`src/rtl/sighting_record_table_assert.svh`:
```
// Assertion macros used by the sighting record table controller.
`ifndef SIGHTING_RECORD_TABLE_ASSERT_SVH
`define SIGHTING_RECORD_TABLE_ASSERT_SVH

// Same-cycle implication, checked outside reset.
`define SRT_ASSERT_IMP(lbl, clk, rstn, ante, cons) \
    lbl: assert property (@(posedge clk) disable iff (!rstn) (ante) |-> (cons)) \
        else $error("sighting record table: assertion failed");

// Next-cycle implication, checked outside reset.
`define SRT_ASSERT_NXT(lbl, clk, rstn, ante, cons) \
    lbl: assert property (@(posedge clk) disable iff (!rstn) (ante) |=> (cons)) \
        else $error("sighting record table: assertion failed");

`endif

```
`src/rtl/srt_pkg.sv`:
```
// Types and constants shared by the sighting record table modules.
`timescale 1ns / 1ps
package srt_pkg;

    typedef enum logic [1:0] {
        KIND_NOTE  = 2'd0,
        KIND_TICK  = 2'd1,
        KIND_READ  = 2'd2,
        KIND_CLEAR = 2'd3
    } kind_t;

    localparam int CFG_IDX_W = 1;
    localparam logic [CFG_IDX_W-1:0] CFG_PERSIST_DELAY = 1'b0;
    localparam logic [CFG_IDX_W-1:0] CFG_STORE_EN      = 1'b1;

    localparam int S_TDATA_W = 88;
    localparam int S_TUSER_W = 2;
    localparam int M_TDATA_W = 96;
    localparam int CFG_DATA_W = 32;

    localparam logic signed [7:0] RSSI_NONE         = -8'sd128;
    localparam logic [15:0]       COUNT_MAX         = 16'hFFFF;
    localparam logic [31:0]       PERSIST_DELAY_RST = 32'd10000;

    typedef struct packed {
        logic [31:0]       first_epoch;
        logic [31:0]       last_epoch;
        logic signed [7:0] best_signal;
        logic [15:0]       night_total;
        logic              best_improved;
    } rec_t;

    typedef struct packed {
        logic [15:0]       count;
        logic signed [7:0] strongest;
    } pend_t;

    localparam rec_t  REC_RESET  = '{32'd0, 32'd0, RSSI_NONE, 16'd0, 1'b0};
    localparam pend_t PEND_RESET = '{16'd0, RSSI_NONE};

    typedef struct packed {
        logic capture;
        logic lookup;
        logic walk;
        logic finish;
    } cmd_t;

    typedef struct packed {
        logic is_tick;
        logic walk_last;
    } status_t;

    typedef struct packed {
        logic              type_valid;
        logic [31:0]       first_seen;
        logic [31:0]       last_seen;
        logic signed [7:0] strongest_rssi;
        logic [15:0]       night_sightings;
        logic              new_best;
        logic              persist_request;
    } result_t;

endpackage

```
`src/rtl/sighting_record_table.sv`:
```
// Top level of the sighting record table: ports, configuration registers, result packing.
`timescale 1ns / 1ps
// Per-class sighting statistics table with NUM_TYPES entries. One item is taken
// at a time: s_tready is high only while the block is free. A note, read or
// clear-all item passes through capture, memory lookup and result. A tick item
// passes through capture and lookup, then walks the pending and record
// memories at one entry per cycle over their single read and single write
// port, then gives its result. The finished result sits in an output register,
// so it may wait on m_tready while the next item is accepted and worked; that
// item only stalls in its finish state if the earlier result is still
// unclaimed. No clearing pass runs after reset: every entry has a valid bit,
// and clear-all and tick drop whole tables of them at once. Configuration
// writes are always taken (cfg_ready tied high) and must only arrive while the
// block is idle.
module sighting_record_table #(
    parameter int NUM_TYPES = 17
) (
    input  logic                               aclk,
    input  logic                               aresetn,
    // input items
    input  logic                               s_tvalid,
    output logic                               s_tready,
    // type_code[7:0], rssi[15:8], now_ms[47:16], clock_trusted[48],
    // epoch_now[80:49], is_night[81], take_flag[82], zero fill [87:83]
    input  logic [srt_pkg::S_TDATA_W-1:0]      s_tdata,
    // kind[1:0]
    input  logic [srt_pkg::S_TUSER_W-1:0]      s_tuser,
    // result items
    output logic                               m_tvalid,
    input  logic                               m_tready,
    // type_valid[0], first_seen[32:1], last_seen[64:33], strongest_rssi[72:65],
    // night_sightings[88:73], new_best[89], persist_request[90], zero fill [95:91]
    output logic [srt_pkg::M_TDATA_W-1:0]      m_tdata,
    // configuration writes
    input  logic                               cfg_valid,
    output logic                               cfg_ready,
    input  logic [srt_pkg::CFG_IDX_W-1:0]      cfg_index,
    input  logic [srt_pkg::CFG_DATA_W-1:0]     cfg_data
);

    logic [31:0]      persist_delay_reg;
    logic             store_en_reg;
    srt_pkg::cmd_t    cmd;
    srt_pkg::status_t status;
    srt_pkg::result_t result;

    // Configuration registers; a write lands directly in its register.
    assign cfg_ready = 1'b1;

    always_ff @(posedge aclk) begin
        if (!aresetn) begin
            persist_delay_reg <= srt_pkg::PERSIST_DELAY_RST;
            store_en_reg      <= 1'b0;
        end else if (cfg_valid && cfg_ready) begin
            unique case (cfg_index)
                srt_pkg::CFG_PERSIST_DELAY: persist_delay_reg <= cfg_data;
                srt_pkg::CFG_STORE_EN:      store_en_reg      <= cfg_data[0];
                default: ;
            endcase
        end
    end

    // Sequencing of capture, lookup, walk and hand-off.
    srt_ctrl u_ctrl (
        .aclk     (aclk),
        .aresetn  (aresetn),
        .s_tvalid (s_tvalid),
        .s_tready (s_tready),
        .m_tvalid (m_tvalid),
        .m_tready (m_tready),
        .cmd      (cmd),
        .status   (status)
    );

    // Tables, per-entry update logic and persist timing.
    srt_datapath #(
        .NUM_TYPES (NUM_TYPES)
    ) u_datapath (
        .aclk          (aclk),
        .aresetn       (aresetn),
        .cmd           (cmd),
        .status        (status),
        .s_tdata       (s_tdata),
        .s_tuser       (s_tuser),
        .persist_delay (persist_delay_reg),
        .store_en      (store_en_reg),
        .result        (result)
    );

    // Result packing, first field in the lowest bits.
    assign m_tdata = {5'd0,
                      result.persist_request,
                      result.new_best,
                      result.night_sightings,
                      result.strongest_rssi,
                      result.last_seen,
                      result.first_seen,
                      result.type_valid};

endmodule

```
`src/rtl/srt_ram.sv`:
```
// Generic single-write, single-read RAM with registered read data.
`timescale 1ns / 1ps
module srt_ram #(
    parameter int WIDTH = 8,
    parameter int DEPTH = 16
) (
    input  logic                                aclk,
    input  logic                                wr_en,
    input  logic [(DEPTH > 1 ? $clog2(DEPTH) : 1)-1:0] wr_addr,
    input  logic [WIDTH-1:0]                    wr_data,
    input  logic                                rd_en,
    input  logic [(DEPTH > 1 ? $clog2(DEPTH) : 1)-1:0] rd_addr,
    output logic [WIDTH-1:0]                    rd_data
);

    logic [WIDTH-1:0] mem_reg [DEPTH];
    logic [WIDTH-1:0] rd_data_reg;

    always_ff @(posedge aclk) begin
        if (wr_en) begin
            mem_reg[wr_addr] <= wr_data;
        end
        if (rd_en) begin
            rd_data_reg <= mem_reg[rd_addr];
        end
    end

    assign rd_data = rd_data_reg;

endmodule

```
`src/rtl/srt_ctrl.sv`:
```
// Controller state machine: item handshake, record walk and result hand-off.
`timescale 1ns / 1ps
`include "sighting_record_table_assert.svh"
module srt_ctrl (
    input  logic             aclk,
    input  logic             aresetn,
    input  logic             s_tvalid,
    output logic             s_tready,
    output logic             m_tvalid,
    input  logic             m_tready,
    output srt_pkg::cmd_t    cmd,
    input  srt_pkg::status_t status
);

    typedef enum logic [1:0] {
        ST_IDLE,
        ST_LOOKUP,
        ST_WALK,
        ST_FINISH
    } state_t;

    state_t state_reg, state_next;
    logic   m_tvalid_reg, m_tvalid_next;
    logic   out_free;

    assign out_free = !m_tvalid_reg || m_tready;

    always_comb begin
        state_next    = state_reg;
        m_tvalid_next = m_tvalid_reg && !m_tready;
        cmd           = '0;
        unique case (state_reg)
            ST_IDLE: begin
                if (s_tvalid) begin
                    cmd.capture = 1'b1;
                    state_next  = ST_LOOKUP;
                end
            end
            ST_LOOKUP: begin
                cmd.lookup = 1'b1;
                state_next = status.is_tick ? ST_WALK : ST_FINISH;
            end
            ST_WALK: begin
                cmd.walk = 1'b1;
                if (status.walk_last) begin
                    state_next = ST_FINISH;
                end
            end
            ST_FINISH: begin
                if (out_free) begin
                    cmd.finish    = 1'b1;
                    m_tvalid_next = 1'b1;
                    state_next    = ST_IDLE;
                end
            end
            default: state_next = ST_IDLE;
        endcase
    end

    always_ff @(posedge aclk) begin
        if (!aresetn) begin
            state_reg    <= ST_IDLE;
            m_tvalid_reg <= 1'b0;
        end else begin
            state_reg    <= state_next;
            m_tvalid_reg <= m_tvalid_next;
        end
    end

    assign s_tready = (state_reg == ST_IDLE);
    assign m_tvalid = m_tvalid_reg;

    `SRT_ASSERT_IMP(a_no_overwrite, aclk, aresetn, cmd.finish, !m_tvalid_reg || m_tready)
    `SRT_ASSERT_NXT(a_walk_ends, aclk, aresetn, state_reg == ST_WALK && status.walk_last,
                    state_reg == ST_FINISH)
    `SRT_ASSERT_NXT(a_one_in_flight, aclk, aresetn, s_tvalid && s_tready, !s_tready)

endmodule

```
`src/rtl/srt_datapath.sv`:
```
// Datapath: item registers, pending and record memories, persist timing.
`timescale 1ns / 1ps
module srt_datapath #(
    parameter int NUM_TYPES = 17
) (
    input  logic                              aclk,
    input  logic                              aresetn,
    input  srt_pkg::cmd_t                     cmd,
    output srt_pkg::status_t                  status,
    input  logic [srt_pkg::S_TDATA_W-1:0]     s_tdata,
    input  logic [srt_pkg::S_TUSER_W-1:0]     s_tuser,
    input  logic [31:0]                       persist_delay,
    input  logic                              store_en,
    output srt_pkg::result_t                  result
);

    localparam int IDX_W = (NUM_TYPES > 1) ? $clog2(NUM_TYPES) : 1;
    localparam logic [IDX_W-1:0] LAST_IDX   = IDX_W'(NUM_TYPES - 1);
    localparam logic [7:0]       CODE_LIMIT = 8'(NUM_TYPES);

    // captured item
    srt_pkg::kind_t     kind_reg;
    logic [IDX_W-1:0]   slot_reg;
    logic               slot_ok_reg;
    logic signed [7:0]  rssi_reg;
    logic [31:0]        now_reg;
    logic               trusted_reg;
    logic [31:0]        epoch_reg;
    logic               night_reg;
    logic               take_reg;

    logic [7:0]         code;

    // walk and lookup
    logic [IDX_W-1:0]   wk_reg;
    logic [IDX_W-1:0]   rdq_addr_reg;
    logic               any_reg;
    logic               rd_en;
    logic [IDX_W-1:0]   rd_addr;

    // per-entry valid bits; an invalid entry reads as its reset value
    logic [NUM_TYPES-1:0] pend_vld_reg;
    logic [NUM_TYPES-1:0] rec_vld_reg;
    logic                 unsaved_reg;
    logic [31:0]          change_time_reg;

    logic [$bits(srt_pkg::pend_t)-1:0] pend_q;
    logic [$bits(srt_pkg::rec_t)-1:0]  rec_q;
    srt_pkg::pend_t pend_eff, pend_upd;
    srt_pkg::rec_t  rec_eff, rec_upd, rec_take, rec_wdata;
    logic           pend_hit;
    logic [16:0]    night_sum;

    logic             rec_we, pend_we;
    logic [IDX_W-1:0] rec_waddr;

    logic             unsaved_eff, persist_req;
    logic [31:0]      ct_eff, quiet;

    srt_pkg::result_t result_reg, result_next;

    assign code = s_tdata[7:0];

    always_ff @(posedge aclk) begin
        if (cmd.capture) begin
            kind_reg    <= srt_pkg::kind_t'(s_tuser);
            slot_ok_reg <= (code != 8'd0) && (code <= CODE_LIMIT);
            slot_reg    <= IDX_W'(code - 8'd1);
            rssi_reg    <= s_tdata[15:8];
            now_reg     <= s_tdata[47:16];
            trusted_reg <= s_tdata[48];
            epoch_reg   <= s_tdata[80:49];
            night_reg   <= s_tdata[81];
            take_reg    <= s_tdata[82];
        end
    end

    always_comb begin
        if (cmd.walk) begin
            rd_addr = wk_reg + IDX_W'(1);
        end else if (kind_reg == srt_pkg::KIND_TICK) begin
            rd_addr = '0;
        end else begin
            rd_addr = slot_reg;
        end
        rd_en = (cmd.lookup && (kind_reg == srt_pkg::KIND_TICK || slot_ok_reg))
             || (cmd.walk && !status.walk_last);
    end

    assign status.is_tick   = (kind_reg == srt_pkg::KIND_TICK);
    assign status.walk_last = (wk_reg == LAST_IDX);

    srt_ram #(
        .WIDTH ($bits(srt_pkg::pend_t)),
        .DEPTH (NUM_TYPES)
    ) u_pend_ram (
        .aclk    (aclk),
        .wr_en   (pend_we),
        .wr_addr (slot_reg),
        .wr_data (pend_upd),
        .rd_en   (rd_en),
        .rd_addr (rd_addr),
        .rd_data (pend_q)
    );

    srt_ram #(
        .WIDTH ($bits(srt_pkg::rec_t)),
        .DEPTH (NUM_TYPES)
    ) u_rec_ram (
        .aclk    (aclk),
        .wr_en   (rec_we),
        .wr_addr (rec_waddr),
        .wr_data (rec_wdata),
        .rd_en   (rd_en),
        .rd_addr (rd_addr),
        .rd_data (rec_q)
    );

    assign pend_eff = pend_vld_reg[rdq_addr_reg] ? srt_pkg::pend_t'(pend_q)
                                                 : srt_pkg::PEND_RESET;
    assign rec_eff  = rec_vld_reg[rdq_addr_reg] ? srt_pkg::rec_t'(rec_q)
                                                : srt_pkg::REC_RESET;
    assign pend_hit = (pend_eff.count != 16'd0);

    // fold pending sightings into the record of the walked entry
    always_comb begin
        rec_upd   = rec_eff;
        night_sum = {1'b0, rec_eff.night_total} + {1'b0, pend_eff.count};
        if (trusted_reg) begin
            if (rec_eff.first_epoch == 32'd0) begin
                rec_upd.first_epoch = epoch_reg;
            end
            rec_upd.last_epoch = epoch_reg;
            if (night_reg) begin
                rec_upd.night_total = night_sum[16] ? srt_pkg::COUNT_MAX : night_sum[15:0];
            end
        end
        if (pend_eff.strongest > rec_eff.best_signal) begin
            if (rec_eff.best_signal > srt_pkg::RSSI_NONE) begin
                rec_upd.best_improved = 1'b1;
            end
            rec_upd.best_signal = pend_eff.strongest;
        end
    end

    always_comb begin
        rec_take               = rec_eff;
        rec_take.best_improved = 1'b0;
        pend_upd.count     = (pend_eff.count == srt_pkg::COUNT_MAX) ? pend_eff.count
                                                                    : pend_eff.count + 16'd1;
        pend_upd.strongest = (rssi_reg > pend_eff.strongest) ? rssi_reg : pend_eff.strongest;
    end

    assign rec_we    = (cmd.walk && pend_hit)
                    || (cmd.finish && kind_reg == srt_pkg::KIND_READ && slot_ok_reg && take_reg);
    assign rec_waddr = cmd.walk ? wk_reg : slot_reg;
    assign rec_wdata = cmd.walk ? rec_upd : rec_take;
    assign pend_we   = cmd.finish && kind_reg == srt_pkg::KIND_NOTE && slot_ok_reg;

    // persist check after the walk: any touched entry restamps the change time
    assign unsaved_eff = unsaved_reg || any_reg;
    assign ct_eff      = any_reg ? now_reg : change_time_reg;
    assign quiet       = now_reg - ct_eff;
    assign persist_req = store_en && unsaved_eff && (quiet >= persist_delay);

    always_ff @(posedge aclk) begin
        if (cmd.lookup) begin
            wk_reg <= '0;
        end else if (cmd.walk) begin
            wk_reg <= wk_reg + IDX_W'(1);
        end
        if (rd_en) begin
            rdq_addr_reg <= rd_addr;
        end
    end

    always_ff @(posedge aclk) begin
        if (!aresetn) begin
            pend_vld_reg    <= '0;
            rec_vld_reg     <= '0;
            unsaved_reg     <= 1'b0;
            change_time_reg <= 32'd0;
            any_reg         <= 1'b0;
        end else begin
            if (rec_we) begin
                rec_vld_reg[rec_waddr] <= 1'b1;
            end
            if (pend_we) begin
                pend_vld_reg[slot_reg] <= 1'b1;
            end
            if (cmd.lookup) begin
                any_reg <= 1'b0;
            end else if (cmd.walk && pend_hit) begin
                any_reg <= 1'b1;
            end
            if (cmd.finish) begin
                case (kind_reg)
                    srt_pkg::KIND_TICK: begin
                        pend_vld_reg    <= '0;
                        unsaved_reg     <= unsaved_eff && !persist_req;
                        change_time_reg <= ct_eff;
                    end
                    srt_pkg::KIND_CLEAR: begin
                        rec_vld_reg <= '0;
                        unsaved_reg <= 1'b0;
                    end
                    default: ;
                endcase
            end
        end
    end

    always_comb begin
        result_next = '0;
        case (kind_reg)
            srt_pkg::KIND_NOTE: begin
                result_next.type_valid = slot_ok_reg;
            end
            srt_pkg::KIND_TICK: begin
                result_next.persist_request = persist_req;
            end
            srt_pkg::KIND_READ: begin
                result_next.type_valid = slot_ok_reg;
                if (slot_ok_reg) begin
                    result_next.first_seen      = rec_eff.first_epoch;
                    result_next.last_seen       = rec_eff.last_epoch;
                    result_next.strongest_rssi  = rec_eff.best_signal;
                    result_next.night_sightings = rec_eff.night_total;
                    result_next.new_best        = rec_eff.best_improved;
                end else begin
                    result_next.strongest_rssi = srt_pkg::RSSI_NONE;
                end
            end
            default: begin
                result_next.persist_request = store_en;
            end
        endcase
    end

    always_ff @(posedge aclk) begin
        if (cmd.finish) begin
            result_reg <= result_next;
        end
    end

    assign result = result_reg;

endmodule
```
`config.mk`:
```
export PLATFORM = sky130hd
export DESIGN_NAME = sighting_record_table
export DESIGN_NICKNAME = d
export VERILOG_FILES = /design/src/rtl/srt_pkg.sv /design/src/rtl/sighting_record_table.sv /design/src/rtl/srt_ram.sv /design/src/rtl/srt_ctrl.sv /design/src/rtl/srt_datapath.sv
export VERILOG_INCLUDE_DIRS = /design/src /design/src/rtl
export SDC_FILE = /design/constraint.sdc
export NUM_CORES = 2
export LEC_CHECK = 0
export ABC_CLOCK_PERIOD_IN_PS = 25500
export BUFFER_PORTS_ARGS = -buffer_cell sky130_fd_sc_hd__clkbuf_2
export CAP_MARGIN = 10
export CORE_MARGIN = 4
export CORE_UTILIZATION = 25
export CTS_BUF_LIST = sky130_fd_sc_hd__clkbuf_16
export CTS_CLUSTER_DIAMETER = 150
export DETAILED_ROUTE_END_ITERATION = 10
export PLACE_DENSITY_LB_ADDON = 0.1
export SYNTH_ARGS = -nofsm -noshare
export SYNTH_HDL_FRONTEND = slang
export SYNTH_SLANG_ARGS = --single-unit
```
`constraint.sdc`:
```
create_clock -name aclk -period 25.5 [get_ports aclk]
set_input_delay 0 -clock aclk [delete_from_list [all_inputs] [get_ports aclk]]
set_output_delay 0 -clock aclk [all_outputs]
set_load 0.01 [all_outputs]
```
==> run metrics <==
status finished, final reports clean; All-Layer GR Usage 0.143; worst path arrival time 7.60 ns; clock-pin slew on the worst setup and hold paths 0.05 ns; Die Span Y 617 um; Synth Area per Inst 18.7 um^2; crit-path leading delay family simple AND/OR/NAND/NOR gates; register area share after synthesis 0.741; vias in the first global route 51800; post-CTS resize count 0; synth cell count leaders 2213 x edfxtp_1, 461 x mux4_2, 364 x nand2_1; Final Max Tran Viols 0; I/O pin cnt 227; Slowest-stage cell, CP nor2_4; clk root buf clkbuf_16; pwr dens 95.3 mW/mm^2; Iter 0 DRT Violations 2982; CP most frequent cell nand2_1; Core Region 0.369 mm^2; startpoint class of the critical path register; Initial Utilization 0.251; Post-route DRC 0; clk sinks 2322; Synth Warn # 0; gp weighted congestion 0.703; routed len/inst 25.6 um; Lkg Pwr 35.9 nW; Hold Crit Start s_tdata[1]; number of flops mapped to enable cells by yosys 2213; P&R area growth vs syn 21.2%; synthesized instance count 4963; Final ANT Viol Nets 0; vias post-DR 48100; max-cap viol count 0; f_max 140 MHz; R2R Path Start u_datapath.rdq_addr_reg[0]; Final Skew 0.0791 ns; Die Area 0.380 mm^2; clock latency on the worst-skew pair 0.91 ns; fraction of layout cells with a size suffix above 1 0.238; worst min-delay path class in2reg; Setup crit end kind register; Fin. Hold Viols 0; Via density 4.43; grt total ovfl 0; flop2flop setup slack 18.37 ns; initial antenna violation count 10; first-pass GRT wire length 396000 um; Main synth FF type edfxtp_1; Peak supply drop 0.0738 mV; WS Path Type reg2reg; Slew HR 0.124; final critical-path required period 7.13 ns; Post-synth ARST share 0; Largest register FFs 1513; Synth area leaders edfxtp_1 72%, mux4_2 11%, dfxtp_1 2.4%; CTS tree done; area leader, netlist edfxtp_1; DP Wirelength 146000 um; Port Buffer Count 215; final cycle utilization of the critical path 0.280; Initial DRT Pass Iterations 7; worst slew pin tran 1.31 ns; top-count cell post-synth edfxtp_1; Bufs and invs on worst path 4; max incr delay on CP 0.94 ns; final setup vio count 0; Layout Nets 5907; pin count of the biggest net entering global routing 126; Mapped Area 0.0926 mm^2; FF-to-FF End u_datapath.u_rec_ram.mem_reg[0][1]; Post-Place Cell Area 0.100 mm^2; TNS Setup 0 ns; maximum buffer depth of the clock tree 4; worst-path cell chain or4_1, nor2_1, nand2_1, o21ai_2, buf_4, nand2_1, ha_1, inv_1, nor4_1, nand4_1, o211ai_1, nand2_1, nand2_1, nor2_4, buf_4, buf_4; Worst EP required 25.97 ns; Yosys reg bits 2322; Worst setup startpoint u_datapath.rdq_addr_reg[0]; CTS buffer count 291; number of library cell types mapped by synthesis 71; Worst R2R Path Depth 16; Die Wd 617 um; Critical Path Fanout Max 39; post-synth top area share 0.717; row cnt 223; routed wire length 278000 um; H-tree levels 5; unrepaired setup endpoints after global routing false; Critical Path Sink u_datapath.u_rec_ram.mem_reg[0][1]; Crit path depth 16; fin area 0.112 mm^2
metrics by stage:
step	instances	power, mW	setup slack (ns)	hold slack (ns)	utilization
4_1_cts	10800	10.9	18.12	0.0979	0.304
6_report	10900	10.7	18.37	0.203	0.304
3_5_place_dp	10000	6.98	18.16	0.179	0.272
3_3_place_gp	10000	6.99	18.10	0.180	0.272
5_1_grt	10900	11.3	17.99	0.198	0.304
2_1_floorplan	4967	6.18	15.73	0.0989	-
metal layers:
metal | part of all wire | vias up | track usage
met5 | 0 | - | 0
met1 | 0.45 | 25800 | 0.193
met2 | 0.50 | 816 | 0.247
met3 | 0.034 | 301 | 0.0198
met4 | 0.018 | 0 | 0.0290
li1 | - | 21300 | -
logic make-up after synthesis:
group	share of synthesized area
xor gates and xnor gates	0.00577
DFF	0.741
buffers and inverters	0.0158
adders and majority gates	0.0149
muxes	0.144
and+or+nand+nor	0.0380
other	0.0000811
AOI/OAI and AO/OA	0.0406
cells in the final DEF (no fill, tap or decap), types with 10 or more instances in the layout:
cell type      Yosys  final
inv_1             87    155
a21boi_0          30     30
edfxtp_1        2213   2213
dlygate4sd3_1      0    294
a22oi_1           16     16
a22o_1            34     32
clkbuf_2           0    215
a21oi_1          157    157
inv_6              0     10
o21ai_0          113     95
mux4_2           461    461
nor2_1           217    184
clkbuf_16          0    297
and2_1            85     82
dfxtp_1          109    108
xor2_1            27     27
nor2_4             0     33
ha_1             107    106
nor2b_1           19     17
buf_4              7    148
o21a_1            55     55
clkinv_1           0     66
a21o_1            30     30
xnor2_1           34     33
nand3_1           20     20
mux2i_1          157    156
clkinvlp_4         0     10
o211a_1           32     32
mux2_2           123    123
o21ai_1           66     81
nor4_1            17     16
clkinv_2           0     52
nor3_1            13     12
nand4_1           18     18
nand2_1          364    362
nand2b_1          18     18
worst min-delay path: stages:
cell	delay [ns]
dlygate4sd3_1	0.54
clkbuf_2	0.12
inv_1	0.10
ha_1	0.13
inv_1	0.04
power breakdown:
part,total [mW],internal (mW),leakage [nW],switching [mW]
registers,4.62,4.46,20.4,0.166
logic,2.22,0.900,10.9,1.32
clock network,3.85,2.20,4.62,1.65
worst min path at each step:
stage                         endpoint  slack, ns  cells past startpoint
4_1_cts         u_datapath.slot_reg[1]        0.1                      5
2_1_floorplan  u_datapath.epoch_reg[0]        0.1                      0
5_1_grt         u_datapath.slot_reg[1]       0.20                      5
3_3_place_gp     u_datapath.now_reg[6]       0.18                      1
3_5_place_dp     u_datapath.now_reg[9]       0.18                      1
6_report        u_datapath.slot_reg[1]       0.20                      5
area by class of cell:
cell class              instances  area, um^2
diodes                          1        2.50
clock buffers                 297        7430
clock inverters               230        1460
fillers                     36200      257000
inverters                      88         335
multi-input cells            2303       22900
flip-flops and latches       2322       68600
well taps                    4950        6190
repair buffers                664        5270
what timing repair did:
item	4_1_cts	5_1_grt
setup buffers	0	0
hold buffers	294	0
hold endpoints to repair	145	0
No activity file was read; power rests on OpenSTA's default activity.
